==> config.mk <==
export PLATFORM = sky130hd
export DESIGN_NAME = day_count_date_converter
export DESIGN_NICKNAME = d
export VERILOG_FILES = /design/src/hw/rtl/dcdc_pkg.sv /design/src/hw/rtl/day_count_date_converter.sv
export SDC_FILE = /design/constraint.sdc
export NUM_CORES = 1
export LEC_CHECK = 0
export BUFFER_PORTS_ARGS = -buffer_cell sky130_fd_sc_hd__buf_2
export CAP_MARGIN = 20
export CORE_MARGIN = 3
export CORE_UTILIZATION = 30
export CTS_CLUSTER_DIAMETER = 80
export DETAILED_ROUTE_END_ITERATION = 10
export HOLD_SLACK_MARGIN = 0.05
export PLACE_DENSITY = 0.47
export SETUP_SLACK_MARGIN = 0.5
export SLEW_MARGIN = 10
export SYNTH_ARGS = -nofsm -noshare
export SYNTH_HDL_FRONTEND = slang
export SYNTH_SLANG_ARGS = --single-unit
export TNS_END_PERCENT = 10
==> constraint.sdc <==
create_clock -name clk -period 12 [get_ports clk]
set_clock_uncertainty 0.1 [all_clocks]
set_input_delay 2.4 -clock clk [delete_from_list [all_inputs] [get_ports clk]]
set_output_delay 2.4 -clock clk [all_outputs]
set_load 0.01 [all_outputs]
==> src/hw/rtl/dcdc_pkg.sv <==
package dcdc_pkg;

    localparam int EPOCH_YEAR = 2000;
    localparam logic [8:0] YEAR_DAYS = 9'd365;

    localparam logic [25:0] RECIP_365 = 26'd47068135;
    localparam int RECIP_365_SHIFT = 34;
    localparam logic [12:0] RECIP_100 = 13'd5243;
    localparam int RECIP_100_SHIFT = 19;
    localparam logic [5:0] CENT_4000 = 6'd40;
    localparam logic [6:0] CENT_YEARS = 7'd100;

    localparam logic [3:0] MONTH_JAN = 4'd1;
    localparam logic [3:0] MONTH_FEB = 4'd2;
    localparam logic [3:0] MONTH_DEC = 4'd12;

    typedef struct packed {
        logic        mode;
        logic [16:0] days;
        logic [11:0] year;
        logic [3:0]  month;
        logic [4:0]  day;
        logic        bad;
    } item_t;

    typedef struct packed {
        item_t       it;
        logic [11:0] ysel;
    } s1_t;

    typedef struct packed {
        item_t       it;
        logic [11:0] ysel;
        logic [20:0] p365;
        logic [5:0]  q100y;
        logic [5:0]  q100x;
    } s2_t;

    typedef struct packed {
        item_t       it;
        logic [11:0] ysel;
        logic [20:0] ys;
        logic        leapy;
        logic        leapx;
    } s3_t;

    typedef struct packed {
        item_t       it;
        logic [11:0] yfin;
        logic [8:0]  rem;
        logic        leap;
        logic [16:0] dn;
    } s4_t;

    // Day number of January 1st of the year that follows the span.
    function automatic int span_days(int span);
        int s;
        s = span - 1;
        if (span > 0)
        begin
            return 365 * span + s / 4 - s / 100 + s / 400 - s / 4000 + 1;
        end
        return 0;
    endfunction

    // Leap rule on a year offset, given the offset divided by 100.
    function automatic logic is_leap(logic [11:0] v, logic [5:0] q100);
        logic cent;
        logic mod400;
        logic mod4000;
        cent = ((12'(q100) * 12'(CENT_YEARS)) == v);
        mod400 = cent && (q100[1:0] == 2'd0);
        mod4000 = cent && ((q100 == 6'd0) || (q100 == CENT_4000));
        return (v == 12'd0) || ((v[1:0] == 2'd0) && !cent) || (mod400 && !mod4000);
    endfunction

    // Days of the year that come before the first day of month m.
    function automatic logic [8:0] month_start(logic [3:0] m, logic leap);
        logic [8:0] base;
        unique case (m)
            4'd1:    base = 9'd0;
            4'd2:    base = 9'd31;
            4'd3:    base = 9'd59;
            4'd4:    base = 9'd90;
            4'd5:    base = 9'd120;
            4'd6:    base = 9'd151;
            4'd7:    base = 9'd181;
            4'd8:    base = 9'd212;
            4'd9:    base = 9'd243;
            4'd10:   base = 9'd273;
            4'd11:   base = 9'd304;
            4'd12:   base = 9'd334;
            default: base = 9'd365;
        endcase
        return base + 9'(leap && (m > MONTH_FEB) && (m <= MONTH_DEC));
    endfunction

    function automatic logic [4:0] month_len(logic [3:0] m, logic leap);
        logic [4:0] len;
        unique case (m)
            4'd1, 4'd3, 4'd5, 4'd7, 4'd8, 4'd10, 4'd12: len = 5'd31;
            4'd4, 4'd6, 4'd9, 4'd11:                    len = 5'd30;
            4'd2:                                       len = leap ? 5'd29 : 5'd28;
            default:                                    len = 5'd0;
        endcase
        return len;
    endfunction

endpackage

==> src/hw/rtl/day_count_date_converter.sv <==
// Converts between a day number counted from 2000-01-01 and a Gregorian date.
// An item is taken when start is high and busy is low. busy stays low, so an
// item may be started in every clock cycle. With mode low the item carries a
// day number and the result carries the date; with mode high the item carries
// a date and the result carries its day number.
// The result of an item appears on the result ports for one cycle, marked by
// done, once the item has passed the stage registers s1_reg to s4_reg and the
// output registers. Results leave in the order the items came in, one per item.
// The receiver cannot stall the block.
// invalid marks a day number or year outside the YEAR_SPAN years from 2000,
// or a month or day that does not exist; every other field of such a result is zero.
// The latency is set by a five-stage pipeline: a reciprocal multiply for the
// year estimate, the constant multiplies of the year start, the leap count
// sum, the year correction or day number sum, and the month search.
// Reset clears the valid bits of every stage, so items in flight are dropped
// and done stays low until new items reach the end of the pipeline.
module day_count_date_converter #(
    parameter int YEAR_SPAN = 256
) (
    input  logic        clk,
    input  logic        rst_n,
    input  logic        start,
    output logic        busy,
    input  logic        mode,
    input  logic [16:0] day_number,
    input  logic [11:0] year_in,
    input  logic [3:0]  month_in,
    input  logic [4:0]  day_in,
    output logic        done,
    output logic [11:0] year_out,
    output logic [3:0]  month_out,
    output logic [4:0]  day_out,
    output logic [16:0] days_out,
    output logic        invalid
);
    import dcdc_pkg::*;

    localparam logic [12:0] YEAR_END = 13'(EPOCH_YEAR + YEAR_SPAN);
    localparam logic [20:0] SPAN_DAYS = 21'(span_days(YEAR_SPAN));

    logic v1_reg, v2_reg, v3_reg, v4_reg, done_reg;
    s1_t  s1_reg, s1_next;
    s2_t  s2_reg, s2_next;
    s3_t  s3_reg, s3_next;
    s4_t  s4_reg, s4_next;

    logic [11:0] year_out_reg, year_out_next;
    logic [3:0]  month_out_reg, month_out_next;
    logic [4:0]  day_out_reg, day_out_next;
    logic [16:0] days_out_reg, days_out_next;
    logic        invalid_reg, invalid_next;

    logic [42:0] quot_prod;
    logic [11:0] year_off;
    logic        bad_days;
    logic        bad_date;

    logic [11:0] s2_x;
    logic [24:0] prod_y;
    logic [24:0] prod_x;

    logic [11:0] s3_x;
    logic [11:0] leaps;

    logic [21:0] rem_a;
    logic [21:0] rem_b;
    logic        dec;
    logic [20:0] dn_sum;
    logic        day_bad;

    logic [3:0]  mon;
    logic [8:0]  mon_base;
    logic [8:0]  day_rem;
    logic [3:0]  k_mon;
    int          k;

    assign busy = 1'b0;

    always_comb
    begin
        quot_prod = 43'(day_number) * 43'(RECIP_365);
        year_off = year_in - 12'(EPOCH_YEAR);
        bad_days = ({4'b0, day_number} >= SPAN_DAYS);
        bad_date = (year_in < 12'(EPOCH_YEAR)) || ({1'b0, year_in} >= YEAR_END) ||
                   (month_in < MONTH_JAN) || (month_in > MONTH_DEC);

        s1_next.it.mode = mode;
        s1_next.it.days = day_number;
        s1_next.it.year = year_in;
        s1_next.it.month = month_in;
        s1_next.it.day = day_in;
        s1_next.it.bad = mode ? bad_date : bad_days;
        s1_next.ysel = mode ? year_off : 12'(quot_prod[RECIP_365_SHIFT +: 9]);
    end

    always_comb
    begin
        s2_x = s1_reg.ysel - 12'd1;
        prod_y = 25'(s1_reg.ysel) * 25'(RECIP_100);
        prod_x = 25'(s2_x) * 25'(RECIP_100);

        s2_next.it = s1_reg.it;
        s2_next.ysel = s1_reg.ysel;
        s2_next.p365 = 21'(s1_reg.ysel) * 21'(YEAR_DAYS);
        s2_next.q100y = prod_y[RECIP_100_SHIFT +: 6];
        s2_next.q100x = prod_x[RECIP_100_SHIFT +: 6];
    end

    always_comb
    begin
        s3_x = s2_reg.ysel - 12'd1;
        leaps = 12'(s3_x[11:2]) - 12'(s2_reg.q100x) + 12'(s2_reg.q100x[5:2]) -
                12'(s2_reg.q100x >= CENT_4000) + 12'd1;

        s3_next.it = s2_reg.it;
        s3_next.ysel = s2_reg.ysel;
        s3_next.ys = s2_reg.p365 + ((s2_reg.ysel == 12'd0) ? 21'd0 : 21'(leaps));
        s3_next.leapy = is_leap(s2_reg.ysel, s2_reg.q100y);
        s3_next.leapx = is_leap(s3_x, s2_reg.q100x);
    end

    always_comb
    begin
        rem_a = {5'b0, s3_reg.it.days} - {1'b0, s3_reg.ys};
        dec = rem_a[21];
        rem_b = rem_a + 22'(YEAR_DAYS) + 22'(s3_reg.leapx);
        dn_sum = s3_reg.ys + 21'(month_start(s3_reg.it.month, s3_reg.leapy)) +
                 21'(s3_reg.it.day) - 21'd1;
        day_bad = (s3_reg.it.day == 5'd0) ||
                  (s3_reg.it.day > month_len(s3_reg.it.month, s3_reg.leapy));

        s4_next.it = s3_reg.it;
        s4_next.it.bad = s3_reg.it.bad || (s3_reg.it.mode && day_bad);
        s4_next.yfin = dec ? (s3_reg.ysel - 12'd1) : s3_reg.ysel;
        s4_next.rem = dec ? rem_b[8:0] : rem_a[8:0];
        s4_next.leap = dec ? s3_reg.leapx : s3_reg.leapy;
        s4_next.dn = s3_reg.it.mode ? dn_sum[16:0] : s3_reg.it.days;
    end

    always_comb
    begin
        mon = MONTH_JAN;
        mon_base = 9'd0;
        for (k = 1; k < 12; k++)
        begin
            k_mon = 4'(k + 1);
            if (s4_reg.rem >= month_start(k_mon, s4_reg.leap))
            begin
                mon = k_mon;
                mon_base = month_start(k_mon, s4_reg.leap);
            end
        end
        day_rem = s4_reg.rem - mon_base + 9'd1;

        invalid_next = s4_reg.it.bad;
        if (s4_reg.it.bad)
        begin
            year_out_next = 12'd0;
            month_out_next = 4'd0;
            day_out_next = 5'd0;
            days_out_next = 17'd0;
        end
        else if (s4_reg.it.mode)
        begin
            year_out_next = s4_reg.it.year;
            month_out_next = s4_reg.it.month;
            day_out_next = s4_reg.it.day;
            days_out_next = s4_reg.dn;
        end
        else
        begin
            year_out_next = s4_reg.yfin + 12'(EPOCH_YEAR);
            month_out_next = mon;
            day_out_next = day_rem[4:0];
            days_out_next = s4_reg.dn;
        end
    end

    always_ff @(posedge clk or negedge rst_n)
    begin
        if (!rst_n)
        begin
            v1_reg <= 1'b0;
            v2_reg <= 1'b0;
            v3_reg <= 1'b0;
            v4_reg <= 1'b0;
            done_reg <= 1'b0;
        end
        else
        begin
            v1_reg <= start && !busy;
            v2_reg <= v1_reg;
            v3_reg <= v2_reg;
            v4_reg <= v3_reg;
            done_reg <= v4_reg;
        end
    end

    always_ff @(posedge clk)
    begin
        if (start && !busy)
        begin
            s1_reg <= s1_next;
        end
        if (v1_reg)
        begin
            s2_reg <= s2_next;
        end
        if (v2_reg)
        begin
            s3_reg <= s3_next;
        end
        if (v3_reg)
        begin
            s4_reg <= s4_next;
        end
        if (v4_reg)
        begin
            year_out_reg <= year_out_next;
            month_out_reg <= month_out_next;
            day_out_reg <= day_out_next;
            days_out_reg <= days_out_next;
            invalid_reg <= invalid_next;
        end
    end

    assign done = done_reg;
    assign year_out = year_out_reg;
    assign month_out = month_out_reg;
    assign day_out = day_out_reg;
    assign days_out = days_out_reg;
    assign invalid = invalid_reg;

endmodule

Word-level counts from Yosys, hierarchy flattened
Memory sizes are Yosys's and may differ from the RTL's. A register that Yosys moved wholly into a read port is not among the register bits.
Cells that the tools add are included.
{"block": "word_totals", "input_bits": 42, "ramBits": 0, "mem_count": 1, "latch_bits": 0, "wordCells": 211, "mem_bits_ro": 144, "register_bits": 318}
{"block": "classes", "n_div": 0, "n_bitwise": 0, "mul": 6, "eq_ne": 16, "reduce_logical": 37, "n_mux": 45, "shifts": 0, "order_cmp": 20, "add_sub_neg": 39}
{"name": "(name not given)", "depth": 16, "word_bits": 9, "read_ports": 1, "rd_clocked_by_memory_dff": 1, "write_ports": 0, "line": "dcdc_pkg.sv:80", "text": "unique case (m)"}
{"operator": "2-to-1 mux 5 bit", "count": 22}
{"operator": "greater-or-equal comparator 9 bit", "count": 7}
{"operator": "adder 5 x 1 -> 5 bit", "count": 10}
{"operator": "multiplier 12 x 13 -> 25 bit, second input constant", "count": 2}
{"operator": "multiplier 17 x 26 -> 43 bit, second input constant", "count": 1}
{"operator": "adder 8 x 1 -> 9 bit, first input constant", "count": 4}
{"operator": "2-to-1 mux 12 bit", "count": 3}
{"operator": "subtractor 12 x 1 -> 12 bit, second input constant", "count": 3}
{"operator": "2-to-1 mux 4 bit", "count": 7}
{"operator": "adder 9 x 1 -> 9 bit, first input constant", "count": 3}
{"operator": "equality test 12 bit", "count": 2}
{"operator": "logical NOT 12 bit", "count": 2}
{"operator": "subtractor 17 x 21 -> 22 bit", "count": 1}
{"operator": "adder 21 x 12 -> 21 bit", "count": 1}
{"operator": "multiplier 12 x 9 -> 21 bit, second input constant", "count": 1}
{"operator": "equality test 4 bit, second input constant", "count": 5}
{"operator": "multiplier 6 x 5 -> 10 bit, second input constant", "count": 2}
{"operator": "adder 9 x 1 -> 9 bit", "count": 2}
{"operator": "greater-or-equal comparator 9 x 8 -> 1 bit", "count": 2}
{"operator": "2-to-1 mux 9 bit", "count": 2}
{"operator": "adder 17 x 5 -> 17 bit", "count": 1}
{"operator": "adder 17 x 9 -> 17 bit", "count": 1}
{"operator": "greater-or-equal comparator 17 bit, second input constant", "count": 1}
{"operator": "2-to-1 mux 17 bit", "count": 1}
{"operator": "other kinds (38)", "count": 77}

Depth between registers and ports, before layout
{"block": "logic_depth", "ltp_word": 17, "ltp_mapped": 31, "depth_no_buf": 31}

Worst setup path after synthesis
No wires, ideal clock.
{"block": "synth_path", "path_type": "input-to-reg", "start": "input day_number[14]", "end": "register s1_reg[4] in the netlist's numbering, data pin", "path_slack_ps": 4043, "path_buffers": 0, "t_required_ps": 11633, "t_arrival_ps": 7590, "stages": 19, "cell_sequence": "fa_1 > inv_1 > fa_1 > inv_1 > fa_1 > inv_1 > fa_1 > fa_1 > fa_1 > inv_1 > ha_1 > and3_1 > a2111oi_0 > o2111ai_1 > a211oi_1 > nor2_1 > a21oi_1 > xor2_1 > mux2i_1"}
{"item": "start, declared", "line": "day_count_date_converter.sv:25", "text": "input logic [16:0] day_number,"}
{"item": "end signal, assigned", "line": "day_count_date_converter.sv:203", "text": "s1_reg <= s1_next;"}
{"item": "end, declared", "line": "day_count_date_converter.sv:42", "text": "s1_t s1_reg, s1_next;"}

==> impl_metrics.env <==
export IMPL_avgViaCountPerCell=4.529
export IMPL_grt_setup_unrepaired="no"
export IMPL_cts_resized=0
export IMPL_wirelength_um=74810
export IMPL_grtUsageMet3_pct=1.784
export IMPL_syn_num_nets=3719
export IMPL_crit_required_ns=12.19
export IMPL_grt_usage_pct=14.16
export IMPL_mostFrequentLayoutCell="inv_1"
export IMPL_slew_viol_final=0
export IMPL_synth_top_cell_by_area="edfxtp_1"
export IMPL_synth_warnings=0
export IMPL_drc=0
export IMPL_setup_viol=0
export IMPL_synth_area_leaders="edfxtp_1 (30%), ha_1 (21%), fa_1 (19%), inv_1 (7.4%), xnor2_1 (2.8%)"
export IMPL_syn_inst=2852
export IMPL_fin_crit_sh_pct=68.35
export IMPL_worst_pin_slew_ns=0.9149
export IMPL_hold_ws_ns=0.2974
export IMPL_layout_common_cells="inv_1 (617), ha_1 (534), edfxtp_1 (311)"
export IMPL_syn_area_per_cell_um2=10.96
export IMPL_grt_pass1_vias=20710
export IMPL_path_max_fanout=9
export IMPL_slew_headroom_pct=38.50
export IMPL_rows=117
export IMPL_cts_buffers=39
export IMPL_slowest_delay_ns=0.63
export IMPL_grt_pass1_wl_um=118100
export IMPL_startpoint_type="primary input"
export IMPL_status="finished clean"
export IMPL_yosysUniqueCellTypes=82
export IMPL_gr_total_overflow=0
export IMPL_synth_area_mm2=0.03125
export IMPL_critical_path_class="primary input to register"
export IMPL_antenna_found_initial=6
export IMPL_crit_chain="buf_2 > fa_1 > inv_1 > fa_1 > inv_1 > fa_1 > inv_1 > fa_1 > fa_1 > fa_1 > inv_1 > ha_1 > inv_1 > o21ai_0 > a2111oi_0 > o2111ai_1 > a211oi_1 > nor2_1 > a21oi_1 > xor2_1 > mux2i_1"
export IMPL_drt_iter0_markers=1046
export IMPL_area_growth_syn_to_layout_pct=10.77
export IMPL_root_buffer="clkbuf_16"
export IMPL_chipHeight_um=328.8
export IMPL_nNetsFinal=3824
export IMPL_ys_seq_area_share_pct=30.86
export IMPL_synth_seq_cells=325
export IMPL_ctsHoldBuffers=0
export IMPL_antenna_cells=0
export IMPL_path_common_cell="fa_1"
export IMPL_crit_slowest_cell="fa_1"
export IMPL_ios=83
export IMPL_clk_pin_slew_ns=0.06
export IMPL_cts_tree="done"
export IMPL_die_w_um=328.8
export IMPL_dr_pass1_iters=5
export IMPL_num_vias=19720
export IMPL_post_drt_wl_per_cell_um=17.18
export IMPL_cts_setup_buffers=0
export IMPL_drive_above_1_share_pct=7.064
export IMPL_met2_usage_pct=23.07
export IMPL_synth_edff_count=311
export IMPL_hold_violations=0
export IMPL_ys_async_sr_fraction_pct=1.538
export IMPL_core_area_mm2=0.1026
export IMPL_largest_reg_flops=83
export IMPL_arrival_ns=8.39
export IMPL_post_route_min_period_ns=8.202
export IMPL_synth_top_cell_area_share_pct=29.88
export IMPL_ant_nets=0
export IMPL_io_buffer_count=81
export IMPL_ctsLongestPathBuffers=3
export IMPL_place_detailed_hpwl_um=63070
export IMPL_use_met1_pct=20.09
export IMPL_synth_main_ff_cell="edfxtp_1"
export IMPL_min_path_type="register to register"
export IMPL_htreeDepth=2
export IMPL_die_area_mm2=0.1081
export IMPL_start_util_pct=30.45
export IMPL_max_cap_viol_count=0
export IMPL_max_freq_mhz=121.9
export IMPL_final_setup_tns_ns=0
export IMPL_grt_max_degree=67
export IMPL_grt_busiest_layer="met2"
export IMPL_cp_end_kind="register"
export IMPL_gp_congestion=0.8849
export IMPL_cts_sinks=325
export IMPL_insertion_delay_ns=0.56
## per-layer routing
layer,share of wire [%],routed length (um)
met5,0.016,12
met4,1.8,1321
met3,3.6,2703
met2,46,34180
met1,49,36590
## stage by stage
stage                     std cells  setup slack [ns]  area [um2]  utilization (%)
after floorplan                2852             4.043       31250                -
after CTS                      4355             3.871       34620            33.73
after global routing           4355             3.548       34620            33.73
final                          4355             3.798       34620            33.73
after global placement         4284             3.428       33360            32.51
after detailed placement       4284             3.265       33360            32.51
## path summary, 6_finish.rpt
check	endpoint	depth (start not counted)	start	slack, ns
max reg2reg	s2_reg[5]	31	s1_reg[1]	4.17
min	s2_reg[65]	0	s1_reg[32]	0.30
max in group asynchronous	v2_reg	1	rst_n	10.06
min reg2reg	s2_reg[65]	0	s1_reg[32]	0.30
min in group asynchronous	v1_reg	1	rst_n	1.56
max	s1_reg[4]	21	day_number[14]	3.80
## final cells by class
type                            instances  area (um2)
Inverter                              617        2316
Sequential cell                       325        9654
Clock inverter                         20       196.4
Multi-Input combinational cell       1881       19180
Tap cell                             1368        1712
Timing Repair Buffer                   93       495.5
Clock buffer                           51        1062
Fill cell                           10430       68000
## cell families (layout without fill, tap and decap cells)
kind of cell / Yosys count / in the layout / share of synthesized area, %
compound gates: 384 / 384 / 7.939
xor+xnor: 159 / 159 / 4.456
fa+ha+maj: 826 / 826 / 40.06
buf+inv: 646 / 781 / 7.783
flops: 325 / 325 / 30.86
mux: 32 / 32 / 1.089
other cells: 1 / 1 / 0.01200
simple gates: 479 / 479 / 7.807
## cell usage after synthesis, types with 4 or more instances
cell	instances
a21boi_0	9
a21o_1	32
dfrtp_1	5
nand2_1	99
a211oi_1	13
mux2i_1	16
a41oi_1	5
o21ai_0	71
edfxtp_1	311
and3_1	16
a21oi_1	127
and2_1	14
or3_1	8
fa_1	291
dfxtp_1	9
nand3_1	50
o21bai_1	9
o41ai_1	5
nor4_2	5
mux2_2	16
inv_1	617
and4_1	4
o31ai_1	9
nor3_1	35
o211ai_1	7
o21a_1	24
xor2_1	60
nand2b_1	16
nor2_1	118
ha_1	534
or2_2	17
nor3b_1	5
nor4_1	10
or4_1	5
clkbuf_1	22
nor2b_1	39
nand4_1	21
xnor2_1	99
a31oi_1	16
a211o_1	10
## critical path: cells and delay by family
family,cells,cell delay [ns]
muxes,1,0.08
AOI/OAI and AO/OA,5,1.54
buffers and inverters,6,0.53
adders and majority gates,7,3.55
xor gates and xnor gates,1,0.18
and+or+nand+nor,1,0.13
Power is left out: the tool's default activity adds up to more than one toggle a clock period on the data nets, which glitch-free logic cannot reach.
